### src/rtl/core/cpr_pkg.sv
// Package for the clock page replacement block: shared types, constants
// and the microcode ROM. No dependencies.
package cpr_pkg;

  localparam int MaxFrames = 16;
  localparam int PageBits  = 16;
  localparam int IdxBits   = 4;
  localparam int CntBits   = 5;
  localparam int FaultBits = 32;

  typedef logic [IdxBits-1:0]   idx_t;
  typedef logic [CntBits-1:0]   cnt_t;
  typedef logic [PageBits-1:0]  page_t;
  typedef logic [FaultBits-1:0] fault_t;
  typedef logic [2:0]           upc_t;

  localparam cnt_t FramesReset = cnt_t'(MaxFrames);

  // Micro-op driving the datapath
  typedef enum logic [2:0] {
    OP_NOP,
    OP_LATCH,
    OP_SEARCH,
    OP_SWEEP,
    OP_PLACE,
    OP_HIT_SET,
    OP_EMIT
  } op_t;

  // Branch condition tested by the sequencer
  typedef enum logic [2:0] {
    COND_ALWAYS,
    COND_IN_BEAT,
    COND_HIT,
    COND_REF_CLR,
    COND_OUT_FREE
  } cond_t;

  // Program steps
  localparam upc_t UPC_WAIT   = 3'd0;
  localparam upc_t UPC_SEARCH = 3'd1;
  localparam upc_t UPC_BRANCH = 3'd2;
  localparam upc_t UPC_SWEEP  = 3'd3;
  localparam upc_t UPC_PLACE  = 3'd4;
  localparam upc_t UPC_HIT    = 3'd5;
  localparam upc_t UPC_EMIT   = 3'd6;

  typedef struct packed {
    op_t   op;
    cond_t cond;
    upc_t  tgt_true;
    upc_t  tgt_false;
  } ctrl_word_t;

  typedef struct packed {
    logic in_beat;
    logic hit;
    logic ref_clr;
    logic out_free;
  } status_t;

  function automatic ctrl_word_t ucode_rom(input upc_t upc);
    ctrl_word_t w;
    unique case (upc)
      UPC_WAIT:   w = '{OP_LATCH,   COND_IN_BEAT,  UPC_SEARCH, UPC_WAIT};
      UPC_SEARCH: w = '{OP_SEARCH,  COND_ALWAYS,   UPC_BRANCH, UPC_BRANCH};
      UPC_BRANCH: w = '{OP_NOP,     COND_HIT,      UPC_HIT,    UPC_SWEEP};
      // sweep holds while the bit under the pointer is set
      UPC_SWEEP:  w = '{OP_SWEEP,   COND_REF_CLR,  UPC_PLACE,  UPC_SWEEP};
      UPC_PLACE:  w = '{OP_PLACE,   COND_ALWAYS,   UPC_EMIT,   UPC_EMIT};
      UPC_HIT:    w = '{OP_HIT_SET, COND_ALWAYS,   UPC_EMIT,   UPC_EMIT};
      UPC_EMIT:   w = '{OP_EMIT,    COND_OUT_FREE, UPC_WAIT,   UPC_EMIT};
      default:    w = '{OP_NOP,     COND_ALWAYS,   UPC_WAIT,   UPC_WAIT};
    endcase
    return w;
  endfunction

endpackage

### src/rtl/core/clock_page_replacement.sv
// Second-chance (clock) page replacement, top level.
// Instantiates cpr_sequencer and cpr_datapath; uses cpr_pkg.
//
// Input channel: in_valid / in_stall carry one page reference per beat.
// The block raises in_stall during reset and whenever its sequencer is not
// waiting for a new reference. Output channel: out_valid / out_stall, one
// result beat per reference (hit, frame, evicted page, saturating fault total).
// Config: cfg_valid / cfg_ready write frames_in_use; ready out of reset,
// write only while no reference is in flight.
// Steps: a hit goes through search, branch, hit and emit from accept to result
// loaded, then back to wait for the next reference. A fault goes through
// search, branch, sweep, place and emit; the sweep step clears the set
// reference bits the hand passes over, one frame per cycle (up to the effective
// frame count, frames_in_use clamped to 1..16), and stops on a clear one.
// The result sits in an output register, so the next reference is taken
// while it waits; if out_stall holds the register full, the sequencer
// waits in its emit step before loading the following result.
// Reset (rst_n low, synchronous): all frames empty, reference bits clear,
// hand at frame 0, fault total zero, frames_in_use 16, output empty.
module clock_page_replacement (
  input  logic        clk,
  input  logic        rst_n,
  input  logic        in_valid,
  output logic        in_stall,
  input  logic [15:0] in_page_number,
  input  logic        cfg_valid,
  output logic        cfg_ready,
  input  logic [4:0]  cfg_frames_in_use,
  output logic        out_valid,
  input  logic        out_stall,
  output logic        out_hit,
  output logic [3:0]  out_frame_index,
  output logic        out_evicted_valid,
  output logic [15:0] out_evicted_page,
  output logic [31:0] out_fault_count
);

  cpr_pkg::ctrl_word_t ctrl;
  cpr_pkg::status_t    status;

  assign in_stall  = !rst_n || (ctrl.op != cpr_pkg::OP_LATCH);
  assign cfg_ready = rst_n;

  cpr_sequencer u_seq (
    .clk    (clk),
    .rst_n  (rst_n),
    .status (status),
    .ctrl   (ctrl)
  );

  cpr_datapath u_dp (
    .clk               (clk),
    .rst_n             (rst_n),
    .ctrl              (ctrl),
    .status            (status),
    .in_valid          (in_valid),
    .in_page_number    (in_page_number),
    .cfg_valid         (cfg_valid),
    .cfg_frames_in_use (cfg_frames_in_use),
    .out_valid         (out_valid),
    .out_stall         (out_stall),
    .out_hit           (out_hit),
    .out_frame_index   (out_frame_index),
    .out_evicted_valid (out_evicted_valid),
    .out_evicted_page  (out_evicted_page),
    .out_fault_count   (out_fault_count)
  );

endmodule

### src/rtl/core/cpr_sequencer.sv
// Microcode sequencer: step counter, ROM lookup and conditional jumps.
// Depends on cpr_pkg.
module cpr_sequencer (
  input  logic                clk,
  input  logic                rst_n,
  input  cpr_pkg::status_t    status,
  output cpr_pkg::ctrl_word_t ctrl
);

  cpr_pkg::upc_t upc_r, upc_nxt;
  logic          take;

  assign ctrl = cpr_pkg::ucode_rom(upc_r);

  always_comb begin
    unique case (ctrl.cond)
      cpr_pkg::COND_ALWAYS:   take = 1'b1;
      cpr_pkg::COND_IN_BEAT:  take = status.in_beat;
      cpr_pkg::COND_HIT:      take = status.hit;
      cpr_pkg::COND_REF_CLR:  take = status.ref_clr;
      cpr_pkg::COND_OUT_FREE: take = status.out_free;
      default:                take = 1'b1;
    endcase
    upc_nxt = take ? ctrl.tgt_true : ctrl.tgt_false;
  end

  always_ff @(posedge clk) begin
    if (!rst_n) begin
      upc_r <= cpr_pkg::UPC_WAIT;
    end else begin
      upc_r <= upc_nxt;
    end
  end

endmodule

### src/rtl/core/cpr_datapath.sv
// Datapath: frame table, reference bits, clock hand, fault total, config
// register and output register. Driven by cpr_sequencer; uses cpr_pkg.
module cpr_datapath (
  input  logic                clk,
  input  logic                rst_n,
  input  cpr_pkg::ctrl_word_t ctrl,
  output cpr_pkg::status_t    status,
  input  logic                in_valid,
  input  logic [15:0]         in_page_number,
  input  logic                cfg_valid,
  input  logic [4:0]          cfg_frames_in_use,
  output logic                out_valid,
  input  logic                out_stall,
  output logic                out_hit,
  output logic [3:0]          out_frame_index,
  output logic                out_evicted_valid,
  output logic [15:0]         out_evicted_page,
  output logic [31:0]         out_fault_count
);

  localparam int N = cpr_pkg::MaxFrames;

  cpr_pkg::page_t  frame_page_r [N];
  logic [N-1:0]    occ_r;
  logic [N-1:0]    ref_r;
  cpr_pkg::idx_t   hand_r;
  cpr_pkg::fault_t fault_r;
  cpr_pkg::cnt_t   frames_r;

  cpr_pkg::page_t  page_r;
  cpr_pkg::idx_t   ptr_r;
  logic            hit_r;
  cpr_pkg::idx_t   hit_idx_r;

  logic            res_hit_r;
  cpr_pkg::idx_t   res_frame_r;
  logic            res_ev_valid_r;
  cpr_pkg::page_t  res_ev_page_r;

  logic            out_valid_r;
  logic            out_hit_r;
  cpr_pkg::idx_t   out_frame_r;
  logic            out_ev_valid_r;
  cpr_pkg::page_t  out_ev_page_r;
  cpr_pkg::fault_t out_fault_r;

  cpr_pkg::cnt_t   n_act;
  cpr_pkg::idx_t   hand_start;
  cpr_pkg::idx_t   ptr_wrap;
  logic            match_any;
  cpr_pkg::idx_t   match_idx;
  logic            out_free;
  logic            in_beat;

  // effective frame count, clamped to 1..MaxFrames
  always_comb begin
    if (frames_r == '0) begin
      n_act = cpr_pkg::cnt_t'(1);
    end else if (frames_r > cpr_pkg::cnt_t'(N)) begin
      n_act = cpr_pkg::cnt_t'(N);
    end else begin
      n_act = frames_r;
    end
  end

  assign hand_start = ({1'b0, hand_r} >= n_act) ? '0 : hand_r;
  assign ptr_wrap   = (({1'b0, ptr_r} + cpr_pkg::cnt_t'(1)) == n_act) ? '0
                      : ptr_r + cpr_pkg::idx_t'(1);

  // parallel tag compare over frames in range; lowest index wins
  always_comb begin
    match_any = 1'b0;
    match_idx = '0;
    for (int i = N - 1; i >= 0; i--) begin
      if (occ_r[i] && (frame_page_r[i] == page_r) && (cpr_pkg::cnt_t'(i) < n_act)) begin
        match_any = 1'b1;
        match_idx = cpr_pkg::idx_t'(i);
      end
    end
  end

  assign out_free = !out_valid_r || !out_stall;
  assign in_beat  = in_valid && (ctrl.op == cpr_pkg::OP_LATCH);

  assign status.in_beat  = in_beat;
  assign status.hit      = hit_r;
  assign status.ref_clr  = !ref_r[ptr_r];
  assign status.out_free = out_free;

  // control state
  always_ff @(posedge clk) begin
    if (!rst_n) begin
      occ_r       <= '0;
      ref_r       <= '0;
      hand_r      <= '0;
      fault_r     <= '0;
      frames_r    <= cpr_pkg::FramesReset;
      out_valid_r <= 1'b0;
    end else begin
      if (cfg_valid) begin
        frames_r <= cfg_frames_in_use;
      end
      case (ctrl.op)
        cpr_pkg::OP_SWEEP: begin
          if (ref_r[ptr_r]) begin
            ref_r[ptr_r] <= 1'b0;
          end
        end
        cpr_pkg::OP_PLACE: begin
          occ_r[ptr_r] <= 1'b1;
          ref_r[ptr_r] <= 1'b1;
          hand_r       <= ptr_wrap;
          if (fault_r != '1) begin
            fault_r <= fault_r + cpr_pkg::fault_t'(1);
          end
        end
        cpr_pkg::OP_HIT_SET: begin
          ref_r[hit_idx_r] <= 1'b1;
        end
        default: ;
      endcase
      if (ctrl.op == cpr_pkg::OP_EMIT && out_free) begin
        out_valid_r <= 1'b1;
      end else if (!out_stall) begin
        out_valid_r <= 1'b0;
      end
    end
  end

  // payload
  always_ff @(posedge clk) begin
    case (ctrl.op)
      cpr_pkg::OP_LATCH: begin
        if (in_beat) begin
          page_r <= in_page_number;
        end
      end
      cpr_pkg::OP_SEARCH: begin
        hit_r     <= match_any;
        hit_idx_r <= match_idx;
        ptr_r     <= hand_start;
      end
      cpr_pkg::OP_SWEEP: begin
        if (ref_r[ptr_r]) begin
          ptr_r <= ptr_wrap;
        end
      end
      cpr_pkg::OP_PLACE: begin
        frame_page_r[ptr_r] <= page_r;
        res_hit_r           <= 1'b0;
        res_frame_r         <= ptr_r;
        res_ev_valid_r      <= occ_r[ptr_r];
        res_ev_page_r       <= occ_r[ptr_r] ? frame_page_r[ptr_r] : '0;
      end
      cpr_pkg::OP_HIT_SET: begin
        res_hit_r      <= 1'b1;
        res_frame_r    <= hit_idx_r;
        res_ev_valid_r <= 1'b0;
        res_ev_page_r  <= '0;
      end
      cpr_pkg::OP_EMIT: begin
        if (out_free) begin
          out_hit_r      <= res_hit_r;
          out_frame_r    <= res_frame_r;
          out_ev_valid_r <= res_ev_valid_r;
          out_ev_page_r  <= res_ev_page_r;
          out_fault_r    <= fault_r;
        end
      end
      default: ;
    endcase
  end

  assign out_valid         = out_valid_r;
  assign out_hit           = out_hit_r;
  assign out_frame_index   = out_frame_r;
  assign out_evicted_valid = out_ev_valid_r;
  assign out_evicted_page  = out_ev_page_r;
  assign out_fault_count   = out_fault_r;

endmodule
### config.mk
export PLATFORM = sky130hd
export DESIGN_NAME = clock_page_replacement
export DESIGN_NICKNAME = d
export VERILOG_FILES = /design/src/rtl/core/cpr_pkg.sv /design/src/rtl/core/clock_page_replacement.sv /design/src/rtl/core/cpr_sequencer.sv /design/src/rtl/core/cpr_datapath.sv
export SDC_FILE = /design/constraint.sdc
export NUM_CORES = 1
export LEC_CHECK = 0
export ABC_CLOCK_PERIOD_IN_PS = 5000
export BUFFER_PORTS_ARGS = -buffer_cell sky130_fd_sc_hd__buf_4
export CORE_MARGIN = 3
export CORE_UTILIZATION = 40
export DETAILED_ROUTE_END_ITERATION = 10
export PLACE_DENSITY_LB_ADDON = 0.12
export REMOVE_ABC_BUFFERS = 1
export SLEW_MARGIN = 5
export SYNTH_ARGS = -nofsm -noshare
export SYNTH_HDL_FRONTEND = slang
export SYNTH_SLANG_ARGS = --single-unit
### constraint.sdc
create_clock -name clk -period 5 [get_ports clk]
set_clock_uncertainty 0.05 [all_clocks]
set_input_delay 0 -clock clk [delete_from_list [all_inputs] [get_ports clk]]
set_output_delay 0 -clock clk [all_outputs]
set_load 0.05 [all_outputs]
==> results.yml, run 1 <==
outcome:
  outcome: "finished clean"
layout:
  post-route-util_pct: 47.6
  nets: 1565
  num_antenna_cells: 0
  drive_gt1_share_pct: 19.7
  syn2layout_area_growth_pct: 16.3
worst_hold_path:
  hold_path_class: "input pin to flop"
detailed_routing:
  drt-total-wl_mm: 58.4
  vias_per_cell: 5.57
  drtPass1Iterations: 6
  drt_iter0_markers: 1192
  drtAntennaViolNets: 0
  drc: 0
  wire_per_inst_um: 26.2
  num_vias: 12400
synthesis:
  synth.yosys.warnings: 0
  synth_seq_area_share_pct: 60.8
  ys_top_cells_by_count: "357 x edfxtp_1, 166 x xnor2_1, 127 x xor2_1, 90 x mux4_2, 81 x dfxtp_1"
  synthDistinctLibCells: 54
  synth_edf_count: 357
  synth_top_area_share_pct: 52.8
  synth.avg_cell_area_um2: 14.4
  synth_xor_area_share_pct: 12.6
  muxShareOfSynthArea_pct: 10.6
  synth-main-ff-cell: "edfxtp_1"
  synth_top_family_by_area: "XOR/XNOR gates"
  synth_adder_area_share_pct: 0.554
  synthArstFlopShare_pct: 0
  synth_simple_gate_area_share_pct: 9.43
  synth.area.top_cells: "edfxtp_1 53%, mux4_2 10%, dfxtp_1 8.0%"
  syn_area_um2: 20300
  synthCells: 1410
  ys_seq_elements: 438
  synth_compound_area_share_pct: 3.68
  yosysTopAreaCell: "edfxtp_1"
  yosysMostFrequentCell: "edfxtp_1"
critical_path:
  critPathLaunchType: "flop"
  critPathArrivalTime_ns: 3.42
  path_cells: "xor2_1, nor4_1, nand4_1, or4_1, nand2_1, o221ai_1, a21boi_0, o21ai_0"
  critPathCaptureType: "flop"
  cp_top_family: "simple AND/OR/NAND/NOR gates"
  slowest_stage: "edfxtp_1"
  max_stage_delay_ns: 1.05
  crit_fanout: 22
  worst-setup-path-type: "flop to flop"
  worstPathRequired_ns: 5.28
  path_buf_inv: 0
clocking:
  path_clk_slew_ns: 0.06
  htreeDepth: 2
  cts.path.max_buffers: 3
  clock-sinks: 438
  ctsResizeCount: 0
  cts_tree: "yes"
  post_cts_buffers: 0
  clockRootBuffer: "clkbuf_16"
  cts_made_buffers: 49
  clk_latency_ns: 0.60
sta:
  setup_viol: 0
  worst_pin_slew_ns: 1.14
  max_freq_mhz: 318
  slew_viol_final: 0
  setup_tns_ns: 0
  hold_violations: 0
  min_period_ns: 3.14
  finalWorstSetupSlack_ns: 1.86
  slew_headroom_pct: 24.0
  fin_crit_sh_pct: 62.8
  rsz0062_at_grt: "false"
run:
  maxCapViolCount: 0
global_routing:
  first_global_vias: 12300
  use_met1_pct: 31.8
  grt-ovfl-total: 0
  grt.met2_usage_pct: 34.1
  grt_max_degree: 81
  grt_pass1_wl_mm: 85.6
  antenna_found_initial: 2
  top_usage_layer: "met2"
  grt_use_met3_pct: 3.66
  gr-usage-all-layers_pct: 21.9
pwr:
  power_leakage_nw: 7.75
  pwr_density_cell_nw_per_um2: 388
  peakVddDrop_mv: 0.271
floorplan:
  die_h_um: 231
  fp.coreArea_um2: 49600
  die_area_um2: 53500
  initial_core_util_pct: 41.0
  die_w_um: 231
  row_count: 81
  ios: 83
place:
  place_congestion: 0.906
  dp_slack_ns: 1.94
  hpwl_mm: 40.5
  io_buffers: 82
## state kept, by name (all words and copies together), names as in the netlist, 3 cells and up, named ones only
name	count
u_seq.upc_r	3
u_dp.out_fault_count	32
u_dp.page_r	16
u_dp.res_frame_r	4
u_dp.hit_idx_r	4
u_dp.ref_r	16
u_dp.fault_r	32
u_dp.hand_r	4
u_dp.frames_r	5
u_dp.ptr_r	4
u_dp.occ_r	16
u_dp.frame_page_r	256
u_dp.out_evicted_page	16
u_dp.res_ev_page_r	16
u_dp.out_frame_index	4
## metal layers
layer	vias up	share of wire [%]
met5	-	0.022
met4	2	2.5
met3	94	7.2
met2	499	46
met1	6328	45
li1	5522	-
## final timing paths
path / from / to / slack (ns) / cells past startpoint
worst max-delay path: u_dp.page_r[15] / u_dp.hit_idx_r[0] / 1.86 / 8
worst min-delay path: in_page_number[10] / u_dp.page_r[10] / 0.08 / 2
worst max register to register: u_dp.page_r[15] / u_dp.hit_idx_r[0] / 1.86 / 8
worst min register to register: u_dp.res_ev_page_r[3] / u_dp.out_evicted_page[3] / 0.37 / 0
## where the power goes
group	total [W]	internal (W)	leakage (nW)	switching, W
sequential	0.00434	0.00409	3.86	0.000259
clock	0.00355	0.00209	0.787	0.00146
combinational	0.00127	0.000552	3.11	0.000716
total	0.00916	0.00673	7.75	0.00244
## per-stage QoR
stage,power (W),hold slack (ns),std cells,area [µm²]
2_1_floorplan,0.00512,-0.0500,1323,19900
3_3_place_gp,0.00567,0.128,2112,21700
3_5_place_dp,0.00566,0.130,2112,21700
4_1_cts,0.00924,0.0476,2233,23600
5_1_grt,0.00947,0.0762,2233,23600
6_report,0.00916,0.0753,2233,23600
## cell type report
type,count,area [µm²]
inverter,15,56.3
tap,664,831
clock inverter,24,203
timing repair buffer,156,1270
fill,4328,25900
clock buffer,66,1380
multi-input combinational,870,7520
sequential,438,12300
## cells by family after synthesis
group                      count (synthesis)
and+or+nand+nor                          350
muxes                                    102
xor gates and xnor gates                 293
AOI/OAI and AO/OA                        116
DFF                                      438
buffers and inverters                    102
adders and majority gates                  9
## cell usage in the layout, fill, tap and decap left out, types with 10 or more instances in the layout
cell           count
a21boi_0          16
a21oi_1           13
and2_1            32
and3_1            22
buf_4            123
clkbuf_1          10
clkbuf_16         51
clkinv_2          11
dfxtp_1           78
dlygate4sd3_1     31
edfxtp_1         357
inv_1             15
mux4_2            90
nand2_1           70
nand3_1           40
nand4_1           57
nor2_1            32
nor2b_1           25
nor3_1            21
nor4_1            28
o21a_1            17
o21ai_0           40
xnor2_1          166
xor2_1           127
## repair_timing
item,CTS,global route
hold buffers,31,0
setup endpoints to repair,0,0
endpoints found under the hold margin,82,0
Note: power is estimated with default switching activity, not from simulation.
==> run 2, diff against run 1 <==
--- a/config.mk
+++ b/config.mk
@@ -5,7 +5,8 @@
 export SDC_FILE = /design/constraint.sdc
 export NUM_CORES = 1
 export LEC_CHECK = 0
-export ABC_CLOCK_PERIOD_IN_PS = 5000
+export ABC_AREA = 1
+export ABC_CLOCK_PERIOD_IN_PS = 2800
 export BUFFER_PORTS_ARGS = -buffer_cell sky130_fd_sc_hd__buf_4
 export CORE_MARGIN = 3
 export CORE_UTILIZATION = 40
==> constraint.sdc (replaced) <==
create_clock -name clk -period 2.8 [get_ports clk]
set_clock_uncertainty 0.05 [all_clocks]
set_input_delay 0 -clock clk [delete_from_list [all_inputs] [get_ports clk]]
set_output_delay 0 -clock clk [all_outputs]
set_load 0.05 [all_outputs]
==> results.yml, run 2 <==
global_routing:
  grt.met2_usage_pct: 44.3
  grt_use_met3_pct: 4.72
  first_global_vias: 17100
  gr-usage-all-layers_pct: 27.7
  use_met1_pct: 38.2
  grt_pass1_wl_mm: 115
  grt-ovfl-total: 0
  grt_max_degree: 89
  top_usage_layer: "met2"
  antenna_found_initial: 0
clocking:
  clock-sinks: 438
  htreeDepth: 2
  cts.path.max_buffers: 3
  clockRootBuffer: "clkbuf_16"
  cts_made_buffers: 50
  clk_latency_ns: 0.60
  cts_tree: "yes"
  path_clk_slew_ns: 0.06
critical_path:
  critPathLaunchType: "flop"
  crit_fanout: 19
  path_buf_inv: 3
  cp.depth: 7
  critPathCaptureType: "flop"
  cp_top_family: "buffers and inverters"
  slowest_stage: "inv_1"
  worstPathRequired_ns: 3.22
  max_stage_delay_ns: 0.64
  worst-setup-path-type: "flop to flop"
  path_cells: "inv_1, buf_4, a21oi_1, o21ai_0, o21ai_0, a211oi_1, buf_4"
  worst_r2r_path_depth: 7
  critPathArrivalTime_ns: 3.06
pwr:
  p_int_w: 0.0141
  peakVddDrop_mv: 0.541
  combPwrFrac_pct: 32.8
  pwr-share-clk_pct: 31.2
  total_power_w: 0.0222
  p_sw_share_pct: 36.4
  power_leakage_nw: 9.51
  p_seq_share_pct: 36.0
  pwr_density_cell_nw_per_um2: 862
  p_sw_w: 0.00808
sta:
  slew_viol_final: 0
  slew_headroom_pct: 40.6
  rsz0062_at_grt: "true"
  max_freq_mhz: 378
  setup_viol: 0
  hold_violations: 0
  min_period_ns: 2.65
  fin_crit_sh_pct: 94.5
  worst_pin_slew_ns: 0.891
floorplan:
  fp.coreArea_um2: 51800
  die_area_um2: 55600
  row_count: 83
  die_h_um: 236
  die_w_um: 236
  initial_core_util_pct: 40.8
  ios: 83
synthesis:
  synthCells: 2210
  synth-main-ff-cell: "edfxtp_1"
  synth_top_area_share_pct: 50.8
  synth.area.top_cells: "edfxtp_1 51%, dfxtp_1 7.7%, nand2_1 5.8%"
  yosysMostFrequentCell: "edfxtp_1"
  yosysTopAreaCell: "edfxtp_1"
  synthArstFlopShare_pct: 0
  ys_seq_elements: 438
  synth_edf_count: 357
  synth.yosys.warnings: 0
  synth_seq_area_share_pct: 58.4
  ys_top_cells_by_count: "357 x edfxtp_1, 326 x nand2_1, 239 x nor2_1, 227 x inv_1, 212 x o21ai_0"
  syn_area_um2: 21100
  synthDistinctLibCells: 54
  synth.avg_cell_area_um2: 9.56
detailed_routing:
  drc: 0
  drt_iter0_markers: 2231
  drtAntennaViolNets: 0
  drt-total-wl_mm: 78.9
  drtPass1Iterations: 5
  wire_per_inst_um: 25.2
  vias_per_cell: 5.67
  num_vias: 17800
layout:
  nets: 2447
  fillCellCount: 4846
  seq_area_um2: 12300
  num_antenna_cells: 0
  final_common_cell: "edfxtp_1"
  drive_gt1_share_pct: 15.1
  post-route-util_pct: 49.7
  syn2layout_area_growth_pct: 22.0
  top_register: "u_dp.frame_page_r"
  layout_common_cells: "357 x edfxtp_1, 323 x nand2_1, 235 x nor2_1, 222 x inv_1, 212 x o21ai_0"
  multi_input_area_um2: 7530
  largest_reg_flops: 256
outcome:
  outcome: "finished clean"
place:
  place_congestion: 0.990
  io_buffers: 82
  hpwl_mm: 55.7
worst_hold_path:
  holdCritStartpoint: "in_page_number[9]"
  hold_path_class: "input pin to flop"
  worstHoldPathCells: 2
run:
  maxCapViolCount: 0
run 2: repair_timing:
item                                   in CTS  in global routing
pin swaps                                   0                  3
endpoints found under the hold margin      98                  0
hold buffers                               28                  0
setup endpoints to repair                   1                 10
resized for setup                           1                 23
buffers inserted                            0                 16
run 2: per-layer routing:
| metal | up-vias | routed length [µm] |
|---|---|---|
| met1 | 8592 | 33300 |
| met3 | 146 | 6590 |
| li1 | 8195 | - |
| met4 | 0 | 3140 |
| met2 | 842 | 35900 |
| met5 | - | 0 |
run 2: worst register-to-register path, cell delays in order, from the launching register on:
cell	delay, ns
dfxtp_2	0.33
inv_1	0.64
buf_4	0.44
a21oi_1	0.11
o21ai_0	0.09
o21ai_0	0.17
a211oi_1	0.49
buf_4	0.19
run 2: kinds of logic after synthesis:
group                    after synthesis  synth area share (%)
adder cells (fa/ha/maj)                9                 0.533
XOR/XNOR                              78                  3.23
AO/OA/AOI/OAI                        615                  16.9
flip-flops                           438                  58.4
AND/OR/NAND/NOR                      700                  13.8
buffers and inverters                353                  6.36
multiplexers                          17                 0.806
run 2: power groups by stage:
| stage | registers [W] | clock network [W] | logic, W |
|---|---|---|---|
| floorplan | 0.00867 | 0 | 0.00276 |
| global placement | 0.00810 | 0 | 0.00699 |
| detailed placement | 0.00810 | 0 | 0.00699 |
| CTS | 0.00797 | 0.00706 | 0.00704 |
| global route | 0.00801 | 0.00732 | 0.00772 |
| finish | 0.00798 | 0.00693 | 0.00729 |
run 2: worst paths after layout:
path                          endpoint  slack, ns
max             u_dp.res_ev_page_r[10]       0.15
min                     u_dp.page_r[9]       0.07
max reg2reg     u_dp.res_ev_page_r[10]       0.15
min reg2reg  u_dp.out_evicted_page[14]       0.37
run 2: per-stage QoR:
stage          instances  setup TNS, ns  setup slack [ns]  cell area, µm²  hold slack, ns
6_report            3134              0             0.153           25800          0.0671
5_1_grt             3134        -0.0498           -0.0409           25800          0.0566
4_1_cts             3118              0            0.0529           25500          0.0389
3_5_place_dp        2996       -0.00766          -0.00766           23500           0.129
3_3_place_gp        2996              0            0.0515           23500           0.129
2_1_floorplan       2097        -159.39             -2.56           20700         -0.0500
run 2: cell type report:
| type | instances | area share, % |
|---|---|---|
| multi-input cells | 1419 | 29.2 |
| inverters | 240 | 3.57 |
| well taps | 680 | 3.30 |
| repair buffers | 263 | 9.20 |
| clock buffers | 70 | 5.66 |
| flip-flops and latches | 438 | 47.9 |
| clock inverters | 24 | 1.13 |
